==> config.mk <==
export PLATFORM = sky130hd
export DESIGN_NAME = bounded_deque_with_remove_by_value_top
export DESIGN_NICKNAME = d
export VERILOG_FILES = /design/src/hw/rtl/bdq_pkg.sv /design/src/hw/rtl/bdq_ram.sv /design/src/hw/rtl/bounded_deque_with_remove_by_value_top.sv
export SDC_FILE = /design/constraint.sdc
export NUM_CORES = 1
export LEC_CHECK = 0
export BUFFER_PORTS_ARGS = -buffer_cell sky130_fd_sc_hd__buf_2
export CAP_MARGIN = 20
export CORE_ASPECT_RATIO = 1.25
export CORE_UTILIZATION = 35
export DETAILED_ROUTE_END_ITERATION = 12
export GPL_TIMING_DRIVEN = 0
export SLEW_MARGIN = 20
export SYNTH_ARGS = -nofsm -noshare
export SYNTH_HDL_FRONTEND = slang
export SYNTH_SLANG_ARGS = --single-unit
==> constraint.sdc <==
create_clock -name clock -period 7.5 [get_ports clock]
set_clock_uncertainty 0.2 [all_clocks]
set_input_delay 1.5 -clock clock [delete_from_list [all_inputs] [get_ports clock]]
set_output_delay 1.5 -clock clock [all_outputs]
set_load 0.1 [all_outputs]
==> src/hw/rtl/bdq_pkg.sv <==
// Shared types and codes for the bounded deque with remove-by-value.
package bdq_pkg;

   localparam int OP_W     = 3;
   localparam int DATA_W   = 32;
   localparam int STATUS_W = 2;
   localparam int COUNT_W  = 5;

   localparam logic [OP_W-1:0] OP_INSERT_FRONT = 3'd0;
   localparam logic [OP_W-1:0] OP_INSERT_BACK  = 3'd1;
   localparam logic [OP_W-1:0] OP_REMOVE_FRONT = 3'd2;
   localparam logic [OP_W-1:0] OP_REMOVE_BACK  = 3'd3;
   localparam logic [OP_W-1:0] OP_REMOVE_VALUE = 3'd4;
   localparam logic [OP_W-1:0] OP_DUMP         = 3'd5;

   localparam logic [STATUS_W-1:0] ST_OK        = 2'd0;
   localparam logic [STATUS_W-1:0] ST_EMPTY     = 2'd1;
   localparam logic [STATUS_W-1:0] ST_NOT_FOUND = 2'd2;
   localparam logic [STATUS_W-1:0] ST_FULL      = 2'd3;

   typedef enum logic [3:0] {
      S_IDLE,
      S_EXEC,
      S_SRCH_RD,
      S_SRCH_CMP,
      S_SHF_RD,
      S_SHF_WR,
      S_RMV_END,
      S_RESP,
      S_DMP_RD,
      S_DMP_OUT
   } state_type;

endpackage

==> src/hw/rtl/bdq_ram.sv <==
// Generic single-write, single-read RAM with registered read data.
module bdq_ram #(
   parameter int WIDTH = 32,
   parameter int DEPTH = 16
) (
   input  logic                     clock,
   input  logic                     wr_en,
   input  logic [$clog2(DEPTH)-1:0] wr_addr,
   input  logic [WIDTH-1:0]         wr_data,
   input  logic [$clog2(DEPTH)-1:0] rd_addr,
   output logic [WIDTH-1:0]         rd_data
);

   logic [WIDTH-1:0] mem [DEPTH];
   logic [WIDTH-1:0] rd_data_ff;

   always_ff @(posedge clock) begin
      if (wr_en) begin
         mem[wr_addr] <= wr_data;
      end
      rd_data_ff <= mem[rd_addr];
   end

   assign rd_data = rd_data_ff;

endmodule

==> src/hw/rtl/bounded_deque_with_remove_by_value_top.sv <==
// Bounded deque of signed values with insert/remove at both ends, remove-by-value and dump.
// Insert, remove front/back, unknown codes: executed in EXEC, answered from RESP.
// Remove by value: search from head; on a match, shift later entries down, drop the tail.
// Dump: each element is read, then output, from head to tail.
// One transaction at a time; a waiting result in the output register stalls the next one.
// Reset empties the list (pointers and count cleared); stored values are not cleared.
module bounded_deque_with_remove_by_value_top #(
   parameter int CAPACITY    = 16,
   parameter int VALUE_WIDTH = 32
) (
   input  logic                                clock,
   input  logic                                reset,
   input  logic                                req_valid,
   output logic                                req_ready,
   input  logic [bdq_pkg::OP_W-1:0]            req_operation,
   input  logic signed [bdq_pkg::DATA_W-1:0]   req_value,
   output logic                                rsp_valid,
   input  logic                                rsp_ready,
   output logic [bdq_pkg::STATUS_W-1:0]        rsp_status,
   output logic [bdq_pkg::COUNT_W-1:0]         rsp_count_after,
   output logic signed [bdq_pkg::DATA_W-1:0]   rsp_element,
   output logic                                rsp_last
);

   localparam int AW = $clog2(CAPACITY);
   localparam int CW = $clog2(CAPACITY + 1);
   localparam logic [AW-1:0] LAST_SLOT = AW'(CAPACITY - 1);
   localparam logic [CW-1:0] FULL_CNT  = CW'(CAPACITY);

   function automatic logic [AW-1:0] wrap_next(input logic [AW-1:0] p);
      return (p == LAST_SLOT) ? '0 : p + 1'b1;
   endfunction

   function automatic logic [AW-1:0] wrap_prev(input logic [AW-1:0] p);
      return (p == '0) ? LAST_SLOT : p - 1'b1;
   endfunction

   bdq_pkg::state_type state_ff, state_in;

   logic [bdq_pkg::OP_W-1:0]     op_ff, op_in;
   logic [VALUE_WIDTH-1:0]       value_ff, value_in;
   logic [bdq_pkg::STATUS_W-1:0] status_ff, status_in;
   logic [AW-1:0]                head_ff, head_in;
   logic [AW-1:0]                tail_ff, tail_in;
   logic [AW-1:0]                pos_ff, pos_in;
   logic [AW-1:0]                dst_ff, dst_in;
   logic [CW-1:0]                count_ff, count_in;
   logic [CW-1:0]                idx_ff, idx_in;

   logic                         rsp_valid_ff, rsp_valid_in;
   logic [bdq_pkg::STATUS_W-1:0] rsp_status_ff, rsp_status_in;
   logic [bdq_pkg::COUNT_W-1:0]  rsp_count_ff, rsp_count_in;
   logic [bdq_pkg::DATA_W-1:0]   rsp_element_ff, rsp_element_in;
   logic                         rsp_last_ff, rsp_last_in;

   logic                         ram_wr_en;
   logic [AW-1:0]                ram_wr_addr;
   logic [VALUE_WIDTH-1:0]       ram_wr_data;
   logic [VALUE_WIDTH-1:0]       ram_rd_data;

   logic                         out_free;
   logic                         is_full;
   logic                         is_empty;
   logic [CW-1:0]                idx_next;
   logic                         at_end;
   logic                         match;

   assign out_free = !rsp_valid_ff || rsp_ready;
   assign is_full  = (count_ff == FULL_CNT);
   assign is_empty = (count_ff == '0);
   assign idx_next = idx_ff + 1'b1;
   assign at_end   = (idx_next == count_ff);
   assign match    = (ram_rd_data == value_ff);

   bdq_ram #(
      .WIDTH (VALUE_WIDTH),
      .DEPTH (CAPACITY)
   ) u_store (
      .clock   (clock),
      .wr_en   (ram_wr_en),
      .wr_addr (ram_wr_addr),
      .wr_data (ram_wr_data),
      .rd_addr (pos_ff),
      .rd_data (ram_rd_data)
   );

   // next state
   always_comb begin
      state_in = state_ff;
      unique case (state_ff)
         bdq_pkg::S_IDLE: begin
            if (req_valid) begin
               state_in = bdq_pkg::S_EXEC;
            end
         end
         bdq_pkg::S_EXEC: begin
            unique case (op_ff)
               bdq_pkg::OP_REMOVE_VALUE:
                  state_in = is_empty ? bdq_pkg::S_RESP : bdq_pkg::S_SRCH_RD;
               bdq_pkg::OP_DUMP:
                  state_in = is_empty ? bdq_pkg::S_RESP : bdq_pkg::S_DMP_RD;
               default:
                  state_in = bdq_pkg::S_RESP;
            endcase
         end
         bdq_pkg::S_SRCH_RD: state_in = bdq_pkg::S_SRCH_CMP;
         bdq_pkg::S_SRCH_CMP: begin
            if (match) begin
               state_in = at_end ? bdq_pkg::S_RMV_END : bdq_pkg::S_SHF_RD;
            end else begin
               state_in = at_end ? bdq_pkg::S_RESP : bdq_pkg::S_SRCH_RD;
            end
         end
         bdq_pkg::S_SHF_RD: state_in = bdq_pkg::S_SHF_WR;
         bdq_pkg::S_SHF_WR: state_in = at_end ? bdq_pkg::S_RMV_END : bdq_pkg::S_SHF_RD;
         bdq_pkg::S_RMV_END: state_in = bdq_pkg::S_RESP;
         bdq_pkg::S_RESP: begin
            if (out_free) begin
               state_in = bdq_pkg::S_IDLE;
            end
         end
         bdq_pkg::S_DMP_RD: state_in = bdq_pkg::S_DMP_OUT;
         bdq_pkg::S_DMP_OUT: begin
            if (out_free) begin
               state_in = at_end ? bdq_pkg::S_IDLE : bdq_pkg::S_DMP_RD;
            end
         end
         default: state_in = bdq_pkg::S_IDLE;
      endcase
   end

   // datapath and outputs
   always_comb begin
      op_in          = op_ff;
      value_in       = value_ff;
      status_in      = status_ff;
      head_in        = head_ff;
      tail_in        = tail_ff;
      pos_in         = pos_ff;
      dst_in         = dst_ff;
      count_in       = count_ff;
      idx_in         = idx_ff;
      rsp_valid_in   = rsp_valid_ff && !rsp_ready;
      rsp_status_in  = rsp_status_ff;
      rsp_count_in   = rsp_count_ff;
      rsp_element_in = rsp_element_ff;
      rsp_last_in    = rsp_last_ff;
      ram_wr_en      = 1'b0;
      ram_wr_addr    = tail_ff;
      ram_wr_data    = value_ff;
      req_ready      = 1'b0;

      unique case (state_ff)
         bdq_pkg::S_IDLE: begin
            req_ready = 1'b1;
            op_in     = req_operation;
            value_in  = VALUE_WIDTH'(req_value);
            status_in = bdq_pkg::ST_OK;
         end
         bdq_pkg::S_EXEC: begin
            unique case (op_ff) inside
               bdq_pkg::OP_INSERT_FRONT: begin
                  if (is_full) begin
                     status_in = bdq_pkg::ST_FULL;
                  end else begin
                     head_in     = wrap_prev(head_ff);
                     ram_wr_en   = 1'b1;
                     ram_wr_addr = wrap_prev(head_ff);
                     count_in    = count_ff + 1'b1;
                  end
               end
               bdq_pkg::OP_INSERT_BACK: begin
                  if (is_full) begin
                     status_in = bdq_pkg::ST_FULL;
                  end else begin
                     tail_in     = wrap_next(tail_ff);
                     ram_wr_en   = 1'b1;
                     ram_wr_addr = tail_ff;
                     count_in    = count_ff + 1'b1;
                  end
               end
               bdq_pkg::OP_REMOVE_FRONT: begin
                  if (is_empty) begin
                     status_in = bdq_pkg::ST_EMPTY;
                  end else begin
                     head_in  = wrap_next(head_ff);
                     count_in = count_ff - 1'b1;
                  end
               end
               bdq_pkg::OP_REMOVE_BACK: begin
                  if (is_empty) begin
                     status_in = bdq_pkg::ST_EMPTY;
                  end else begin
                     tail_in  = wrap_prev(tail_ff);
                     count_in = count_ff - 1'b1;
                  end
               end
               bdq_pkg::OP_REMOVE_VALUE, bdq_pkg::OP_DUMP: begin
                  if (is_empty) begin
                     status_in = bdq_pkg::ST_EMPTY;
                  end else begin
                     pos_in = head_ff;
                     idx_in = '0;
                  end
               end
               default: begin
                  status_in = bdq_pkg::ST_OK;
               end
            endcase
         end
         bdq_pkg::S_SRCH_CMP: begin
            if (match) begin
               dst_in = pos_ff;
               pos_in = wrap_next(pos_ff);
               idx_in = idx_next;
            end else if (at_end) begin
               status_in = bdq_pkg::ST_NOT_FOUND;
            end else begin
               pos_in = wrap_next(pos_ff);
               idx_in = idx_next;
            end
         end
         bdq_pkg::S_SHF_WR: begin
            ram_wr_en   = 1'b1;
            ram_wr_addr = dst_ff;
            ram_wr_data = ram_rd_data;
            dst_in      = pos_ff;
            pos_in      = wrap_next(pos_ff);
            idx_in      = idx_next;
         end
         bdq_pkg::S_RMV_END: begin
            tail_in   = wrap_prev(tail_ff);
            count_in  = count_ff - 1'b1;
            status_in = bdq_pkg::ST_OK;
         end
         bdq_pkg::S_RESP: begin
            if (out_free) begin
               rsp_valid_in   = 1'b1;
               rsp_status_in  = status_ff;
               rsp_count_in   = bdq_pkg::COUNT_W'(count_ff);
               rsp_element_in = '0;
               rsp_last_in    = 1'b1;
            end
         end
         bdq_pkg::S_DMP_OUT: begin
            if (out_free) begin
               rsp_valid_in   = 1'b1;
               rsp_status_in  = bdq_pkg::ST_OK;
               rsp_count_in   = bdq_pkg::COUNT_W'(count_ff);
               rsp_element_in = bdq_pkg::DATA_W'(ram_rd_data);
               rsp_last_in    = at_end;
               pos_in         = wrap_next(pos_ff);
               idx_in         = idx_next;
            end
         end
         default: begin
         end
      endcase
   end

   always_ff @(posedge clock) begin
      if (reset) begin
         state_ff     <= bdq_pkg::S_IDLE;
         head_ff      <= '0;
         tail_ff      <= '0;
         count_ff     <= '0;
         rsp_valid_ff <= 1'b0;
      end else begin
         state_ff     <= state_in;
         head_ff      <= head_in;
         tail_ff      <= tail_in;
         count_ff     <= count_in;
         rsp_valid_ff <= rsp_valid_in;
      end
   end

   always_ff @(posedge clock) begin
      op_ff          <= op_in;
      value_ff       <= value_in;
      status_ff      <= status_in;
      pos_ff         <= pos_in;
      dst_ff         <= dst_in;
      idx_ff         <= idx_in;
      rsp_status_ff  <= rsp_status_in;
      rsp_count_ff   <= rsp_count_in;
      rsp_element_ff <= rsp_element_in;
      rsp_last_ff    <= rsp_last_in;
   end

   assign rsp_valid       = rsp_valid_ff;
   assign rsp_status      = rsp_status_ff;
   assign rsp_count_after = rsp_count_ff;
   assign rsp_element     = $signed(rsp_element_ff);
   assign rsp_last        = rsp_last_ff;

   logic [CW:0] ptr_sum;
   logic [CW:0] ptr_wrap;

   assign ptr_sum  = (CW + 1)'(head_ff) + (CW + 1)'(count_ff);
   assign ptr_wrap = (ptr_sum >= (CW + 1)'(CAPACITY)) ? ptr_sum - (CW + 1)'(CAPACITY) : ptr_sum;

   a_count_bound: assert property (@(posedge clock) disable iff (reset)
      count_ff <= FULL_CNT)
      else $error("entry count above capacity");

   a_ptr_consistent: assert property (@(posedge clock) disable iff (reset)
      tail_ff == AW'(ptr_wrap))
      else $error("tail pointer disagrees with head plus count");

   a_one_at_a_time: assert property (@(posedge clock) disable iff (reset)
      req_valid && req_ready |=> !req_ready)
      else $error("new transaction taken while one is in progress");

   a_walk_in_range: assert property (@(posedge clock) disable iff (reset)
      (state_ff == bdq_pkg::S_SRCH_CMP || state_ff == bdq_pkg::S_DMP_OUT)
         |-> idx_ff < count_ff)
      else $error("walk index beyond list length");

endmodule
# Word-level counts from Yosys, hierarchy flattened

Memories as Yosys holds them, arrays and structs flattened. A register that Yosys moved wholly into a read port is not among the register bits.
Index checks and enable logic that the tools add are counted.

Register bits after elaboration: 108
Memory bits (writable): 512
Bits of input ports: 39
Output and inout bits: 42
Word-level logic and storage cells: 161
Memories kept: 1

Memory list:

| name        | words | bits a word | rd ports | clocked after Yosys merged registers in | write ports | line          | RTL |
|---|---|---|---|---|---|---|---|
| u_store.mem | 16    | 32          | 1        | 1                                       | 1           | bdq_ram.sv:14 | `logic [WIDTH-1:0] mem [DEPTH];` |

$add $sub $neg: 8
Eq/ne operators: 39
Muxes and demuxes: 68
Reductions and logical operators: 30

Operators with widths:

| cell                                                             | number |
|---|---|
| 32-bit two-way mux                                               | 3 |
| 4-bit two-way mux                                                | 22 |
| 32-bit one-hot mux with 2 select lines                           | 1 |
| 4-bit one-hot mux with 2 select lines                            | 6 |
| 4-bit one-hot mux with 10 select lines                           | 1 |
| 5-bit two-way mux                                                | 7 |
| 32-bit == test                                                   | 1 |
| 3-bit inequality test (second input constant)                    | 9 |
| 4-bit == test (second input constant)                            | 5 |
| 2-bit inequality test (second input constant)                    | 10 |
| 5-bit one-hot mux with 2 select lines                            | 2 |
| 5-bit one-hot mux with 4 select lines                            | 1 |
| 4-bit by 3-bit == test with 1-bit output (second input constant) | 4 |
| 4-bit one-hot mux with 4 select lines                            | 1 |
| 2-bit two-way mux                                                | 7 |
| 4-bit by 1-bit adder with 4-bit output (second input constant)   | 3 |
| 4-bit logical NOT                                                | 3 |
| 4-bit AND reduction                                              | 3 |
| 5-bit by 1-bit adder with 5-bit output (second input constant)   | 2 |
| 5-bit AND reduction                                              | 2 |
| 2-bit OR reduction                                               | 5 |
| 1-bit two-way mux                                                | 9 |
| 3-bit two-way mux                                                | 3 |
| 4-bit by 2-bit == test with 1-bit output (second input constant) | 2 |
| other kinds (22)                                                 | 33 |

# Depth between registers and ports, before layout

Gate-level depths: netlist of run 1.

Depth after elaboration: 6
Mapped depth: 8
Gate-level depth less buffers: 7

# Hierarchy

Synthesis of run 1 repeated with hierarchy kept, for this count alone.

Cells, all modules: 1315
Area, all modules: 25450.7 µm²

By module, submodules not included:

| module                                 | times used | cells an instance | area an instance (µm²) | sequential area each (µm²) |
|---|---|---|---|---|
| bdq_ram                                | 1          | 838               | 19835.3                | 16015.4 |
| bounded_deque_with_remove_by_value_top | 1          | 477               | 5615.4                 | 3062.9 |

# Worst setup path before layout of run 1

No wires, ideal clock.

Path type: register -> output
From: register state_ff[1]
To: output req_ready
Data arrival time: 5.317 ns
Required time: 5.800 ns
Setup slack: 0.483 ns
Cell stages (with the launch flop): 5
Path buffers: 2
Path through: dfxtp_1 buf_2 or2_2 clkbuf_1 nor3_1

Word-level cells in the longest chain between the ends: 2

Ends and longest elaborated chain:

| item                     | line                                          | RTL |
|---|---|---|
| start: declaration       | bounded_deque_with_remove_by_value_top.sv:38  | `bdq_pkg::state_type state_ff, state_in;` |
| start signal: assignment | bounded_deque_with_remove_by_value_top.sv:263 | `state_ff <= bdq_pkg::S_IDLE;` |
| start signal: assignment | bounded_deque_with_remove_by_value_top.sv:269 | `state_ff <= state_in;` |
| 4-bit logical NOT        | bounded_deque_with_remove_by_value_top.sv:153 | `unique case (state_ff)` |
| 1-bit two-way mux        | bounded_deque_with_remove_by_value_top.sv:153 |  |
| end: declaration         | bounded_deque_with_remove_by_value_top.sv:14  | `output logic req_ready,` |

No other way between the ends.

# Worst setup path after layout of run 1

Same ends and word-level chain as after synthesis.

==> metrics.txt, run 1 <==
CTS clock-pin slew for the worst setup and hold paths=0.06 ns; hold path cells=0; YS warnings=0; MaxCap Viol Count=0; fraction of layout cells with a size suffix above 1=21.8%; Final Critical Period=4.35 ns; post-route ant nets=0; cell family with most CP delay=buffers and inverters; core box area=73300 µm²; design area=30800 µm²; Yosys reg bits=652; Final Power=0.00977 W; Least-Margin Pin Slew=1.00 ns; Synth area leader=edfxtp_1; Mapped Cells=1473; fraction of registers with async set/reset=0%; DRC=0; routability cong.=0.855; CTS root buf=clkbuf_16; worst r2r path cells=8; DP Area=28500 µm²; Min Hold Slack=0.233 ns; Worst setup SP type=flip-flop; fmax=230 MHz; P&R area growth vs syn=18.6%; Clock Sinks=652; crit-path max cell delay=0.45 ns; RSZ-0062 raised after global routing=no; Setup Crit Path Kind=reg -> out; layout net count=1707; port buffer count=79; register area=19100 µm²; antenna cell count=0; number of setup buffers added after CTS=0; synth unique cells=66; routed vias/inst=5.36; CP Capture Type=output pin; HPWL after DPL=45300 µm; Die X=246 µm; critical-path cell list=buf_2 > or2_2 > clkbuf_1 > nor3_2 > buf_4 > buf_2; TritonRoute pass-1 iters=5; Critical Path Stages=6; hold_buf cts=0; final core utilization=42.0%; largest net degree at the start of global routing=22; DR WL/cell=24.7 µm; number of H-tree levels=3; Slowest-stage cell, CP=buf_2; total wire length=65900 µm; first-pass GRT wire length=96100 µm; Syn Area/Cell=17.6 µm²; Fillers=6490; later-pin clock latency in the skew report=0.61 ns; Crit path arrival time=2.65 ns; via count=14321; post-synth design cell area=26000 µm²; peak fanout along the critical path=10; hold crit path type=reg -> reg; largest cells by area after synthesis=edfxtp_1, mux4_2, mux2i_1; post-route setup TNS=0 ns; Max Slew Vio Count=0; Synth top area share=69.6%; multi-input gate area in the final layout=6590 µm²; vias in the first global route=14493; CTS Buf Count=70; worst path bufs/invs=4; Max-slew headroom=33.3%; ys flop type=edfxtp_1; DIE AREA=75300 µm²; initial core utilization=35.4%; Die Span Y=306 µm; syn_nets=1522; Fin. Hold Viols=0; CP Data Required Time=5.80 ns; cell mode on critical path=buf_2; pwr dens=317 nW/µm²; Ports=81; post-synthesis sequential area ratio=73.5%; Clock Path Buffers=3; initial detailed-routing violation count=1284; initial antenna violation count=0; # resized after CTS=0; Remaining Overflow, GRT=0; number of synthesized flops with an enable pin=602; final setup violation count=0; fin crit share=58.0%; TritonCTS clock tree=done; Lkg Pwr=10.3 nW; outcome=finished, final reports clean; FP Rows=111; peak supply drop=0.183 mV; total track usage=17.6%
synthesized netlist by cell type, types with 3 or more instances:
cell	count
nand4_1	5
nor3_1	8
nor4_1	9
a311oi_1	3
mux2_2	35
nor2b_1	7
inv_1	13
xnor2_1	12
xor2_1	37
a21boi_0	3
or3_1	3
a221oi_1	66
o21ba_2	5
edfxtp_1	602
a21o_1	4
a21oi_1	21
mux2i_1	135
dfxtp_1	50
a22oi_1	35
buf_2	26
o211ai_1	3
nor2_1	45
clkbuf_1	49
o31ai_1	5
ha_1	10
and2_1	33
a211o_1	3
nor4b_1	3
and3_1	6
nor3b_1	8
nand2_1	48
o21ai_0	50
buf_1	11
a211oi_1	3
mux4_2	64
a31oi_1	7
nand3_1	7
nand2b_1	6
cells by family (layout without fill, tap and decap cells):
family | after synthesis | after routing | synth area share (%)
flip-flops | 652 | 652 | 73.5
multiplexers | 234 | 234 | 12.3
AO/OA/AOI/OAI | 227 | 227 | 6.35
AND/OR/NAND/NOR | 199 | 199 | 4.04
buffers and inverters | 101 | 338 | 1.61
XOR/XNOR | 50 | 50 | 1.74
adder cells (fa/ha/maj) | 10 | 10 | 0.482
layout make-up:
class,instances,share of cell area (%)
clock buffers,92,6.29
inverters,14,0.171
multi-input cells,720,21.4
clock inverters,32,1.19
flip-flops and latches,652,62.0
plain buffers,87,1.21
well taps,960,3.90
repair buffers,113,3.87
routing by layer:
| metal | share of wire [%] | up-vias | GRT usage, % |
|---|---|---|---|
| li1 | - | 6302 | - |
| met3 | 6.7 | 90 | 3.64 |
| met5 | 0 | - | 0 |
| met2 | 49 | 524 | 29.4 |
| met1 | 42 | 7405 | 23.1 |
| met4 | 2.1 | 0 | 4.91 |
worst register-to-register path, cell delays in order (launching register included):
cell	delay [ns]
dfxtp_1	0.44
inv_1	0.16
nor4_1	0.75
buf_2	0.47
a31o_2	0.21
nand4_1	0.41
nor2_4	0.61
buf_16	0.24
buf_8	0.19
cell usage in the layout (no fill, tap or decap), types with 17 or more instances in the layout:
cell / netlist / layout
mux4_2: 64 / 64
nor2_1: 45 / 28
clkbuf_16: 0 / 73
mux2i_1: 135 / 135
a22oi_1: 35 / 35
nor2_4: 0 / 17
a221oi_1: 66 / 66
o21ai_0: 50 / 48
a21oi_1: 21 / 21
edfxtp_1: 602 / 602
clkbuf_1: 49 / 64
xor2_1: 37 / 37
dfxtp_1: 50 / 50
buf_2: 26 / 107
mux2_2: 35 / 35
buf_16: 0 / 25
and2_1: 33 / 33
nand2_1: 48 / 48
state kept, by name (all words and copies together) (netlist names):
name,flops
rsp_valid,1
rsp_status,2
rsp_last,1
tail_ff,4
status_ff,2
idx_ff,5
value_ff,32
rsp_count_after,5
count_ff,5
state_ff,4
rsp_element,32
u_store.rd_data,32
pos_ff,4
head_ff,4
dst_ff,4
op_ff,3
u_store.mem,512
power by group:
| part | leakage, nW | internal, W | switching (W) |
|---|---|---|---|
| combinational | 3.33 | 0.000536 | 0.00113 |
| sequential | 5.81 | 0.00446 | 0.000163 |
| clock | 1.13 | 0.00210 | 0.00138 |
| total | 10.3 | 0.00709 | 0.00268 |
worst paths after layout:
check              start            endpoint  slack, ns
max          state_ff[1]           req_ready       3.15
min          count_ff[2]  rsp_count_after[2]       0.23
max reg2reg  state_ff[0]   u_store.mem[4][1]       3.49
min reg2reg  count_ff[2]  rsp_count_after[2]       0.23
metrics by stage:
step,setup WS (ns),std cells
3_3_place_gp,-1.54,2512
6_report,3.15,2670
4_1_cts,3.13,2670
3_5_place_dp,3.54,2546
2_1_floorplan,0.483,1473
5_1_grt,2.95,2670
No activity file was read; power rests on OpenSTA's default activity.
==> run 2: changes to the inputs <==
- ABC_AREA: not set -> 1
- clock period: 7.5 -> 4.2 ns (I/O delays scaled with it)
==> run 2 against run 1 <==
Routed wire length increased by 19%. Worst setup slack got worse by 2.3 ns. Synthesized cell count increased by 41%. Combinational power increased to 4.5 times the previous value. Core utilization decreased by 0.55 points. Sequential share of layout area increased by 0.82 points. Flip-flop and latch count unchanged. Power increased by 130%. Worst hold slack got worse by 0.056 ns. Global-route usage increased by 3.1 points. Critical path type unchanged.
==> metrics.txt, run 2 <==
outcome=finished, final reports clean; Least-Margin Pin Slew=1.16 ns; max reg flops=512; core box area=73300 µm²; fraction of registers with async set/reset=0%; sequential power share=41.1%; CTS clock-pin slew for the worst setup and hold paths=0.06 ns; most common cell after layout, fill and taps aside=edfxtp_1; largest net degree at the start of global routing=20; post-synthesis sequential area ratio=73.5%; pwr dens=726 nW/µm²; Remaining Overflow, GRT=0; Lkg Pwr=10.6 nW; reg2reg start=head_ff[0]; Crit path arrival time=2.35 ns; number of synthesized flops with an enable pin=602; Synth area leader=edfxtp_1; reg-to-reg endpoint=u_store.mem[6][24]; routed vias/inst=5.42; hold_buf cts=0; Final Critical Period=3.39 ns; WL met2=39500 µm; via count=17735; hold crit path type=in -> reg; register area=19100 µm²; Syn Area/Cell=12.5 µm²; CP Capture Type=output pin; TritonCTS clock tree=done; syn_nets=2132; DR WL/cell=24.0 µm; CTS root buf=clkbuf_16; number of H-tree levels=2; worst r2r path cells=11; first-pass GRT wire length=114000 µm; CP Data Required Time=3.16 ns; metal3 WL=5440 µm; Min Hold Slack=0.177 ns; total track usage=20.7%; post-route ant nets=0; synth unique cells=39; peak fanout along the critical path=9; Top reg by flops=u_store.mem; MaxCap Viol Count=0; Setup Crit Path Kind=reg -> out; Yosys reg bits=652; antenna cell count=0; reg2reg setup slack=0.82 ns; # resized after CTS=0; total wire length=78500 µm; Clock Path Buffers=3; Fillers=6767; final setup violation count=0; post-route setup TNS=0 ns; cell count after placement=3157; fmax=295 MHz; ys flop type=edfxtp_1; combinational share of power=33.7%; commonest cells in the netlist=edfxtp_1, nand2_1, nor2_1; WL met1=29900 µm; DP Area=28300 µm²; max layer used=met5; peak supply drop=0.359 mV; vias in the first global route=17666; Internal=0.0136 W; fraction of layout cells with a size suffix above 1=13.5%; P&R area growth vs syn=17.1%; HPWL after DPL=52800 µm; YS warnings=0; Mapped Cells=2083; Sw Share=38.3%; CTS Buf Count=61; Hold Crit Start=req_value[18]; fin crit share=80.7%; Final Power=0.0221 W; routability cong.=0.836; Max Slew Vio Count=0; DIE AREA=75200 µm²; RSZ-0062 raised after global routing=no; Sw Pwr=0.00845 W; DRC=0; Hold EP=value_ff[18]; hold path cells=1; later-pin clock latency in the skew report=0.64 ns; initial core utilization=35.4%; number of setup buffers added after CTS=0; Max-slew headroom=22.6%; most frequent cells in the layout=edfxtp_1, nand2_1, nor2_1, o21ai_0, buf_2; design area=30400 µm²; Fin. Hold Viols=0; Die Span Y=306 µm; count leader, synth=edfxtp_1; Die X=246 µm; initial antenna violation count=2; multi-input gate area in the final layout=6160 µm²; port buffer count=79; initial detailed-routing violation count=1863; Worst setup SP type=flip-flop; TritonRoute pass-1 iters=5; Clock Sinks=652; Ports=81; clock network power share=25.2%; Synth top area share=69.7%; post-route insts no fill=3274; layout net count=2311; FP Rows=111; largest cells by area after synthesis=edfxtp_1, nand2_1, dfxtp_1; post-synth design cell area=26000 µm²
run 2: changes by cell type after synthesis, moves of 64 or more:
cell | before | now
mux4_2 | 64 | 0
nand3_1 | 7 | 86
nor2_1 | 45 | 216
o21ai_0 | 50 | 189
inv_1 | 13 | 95
mux2i_1 | 135 | 0
nand2_1 | 48 | 372
a21oi_1 | 21 | 93
run 2: metrics by stage:
step	utilization (%)	worst slack [ns]
3_3_place_gp	37.6	-1.39
3_5_place_dp	38.6	0.854
2_1_floorplan	-	0.808
5_1_grt	41.4	0.624
4_1_cts	41.4	0.760
6_report	41.4	0.812
run 2: kinds of logic (layout without fill, tap and decap cells):
logic type,Yosys count,count (layout),synth area share (%)
adder cells (fa/ha/maj),10,10,0.482
AND/OR/NAND/NOR,726,726,11.6
buffers and inverters,215,446,3.37
AO/OA/AOI/OAI,446,446,9.87
XOR/XNOR,34,34,1.15
flip-flops,652,652,73.5
run 2: how the worst max path moves through the flow:
stage | from | endpoint | slack (ns) | depth (start not counted)
2_1_floorplan | count_ff[0] | u_store.mem[10][0] | 0.81 | 9
4_1_cts | state_ff[3] | req_ready | 0.76 | 4
6_report | state_ff[3] | req_ready | 0.81 | 4
3_3_place_gp | count_ff[1] | u_store.mem[11][19] | -1.39 | 10
5_1_grt | head_ff[0] | u_store.mem[6][26] | 0.62 | 11
3_5_place_dp | head_ff[0] | u_store.mem[6][19] | 0.85 | 11
run 2: layer usage:
layer | vias to the layer above | track usage (%)
met5 | - | 0
met4 | 4 | 9.88
met3 | 198 | 3.23
met2 | 840 | 36.0
met1 | 8803 | 24.8
li1 | 7890 | -
run 2: worst max-delay path: stages (launching register included):
cell and delay, ns:
dfxtp_1 0.37, inv_1 0.16, nand2_1 0.15, nor3_4 0.50, buf_2 0.54
run 2: layout make-up:
class                           instances  share of cell area (%)
Clock buffer                           85                    5.75
Sequential cell                       652                    62.8
Timing Repair Buffer                  116                    3.49
Tap cell                              960                    3.95
Buffer                                109                    1.58
Multi-Input combinational cell       1216                    20.3
Inverter                              106                    1.31
Clock inverter                         30                   0.873
run 2: power groups by stage:
stage | clock [W] | sequential (W) | combinational [W]
global placement | 0 | 0.00923 | 0.00686
floorplan | 0 | 0.00916 | 0.00424
detailed placement | 0 | 0.00920 | 0.00732
CTS | 0.00562 | 0.00906 | 0.00736
global route | 0.00586 | 0.00913 | 0.00800
finish | 0.00557 | 0.00906 | 0.00744
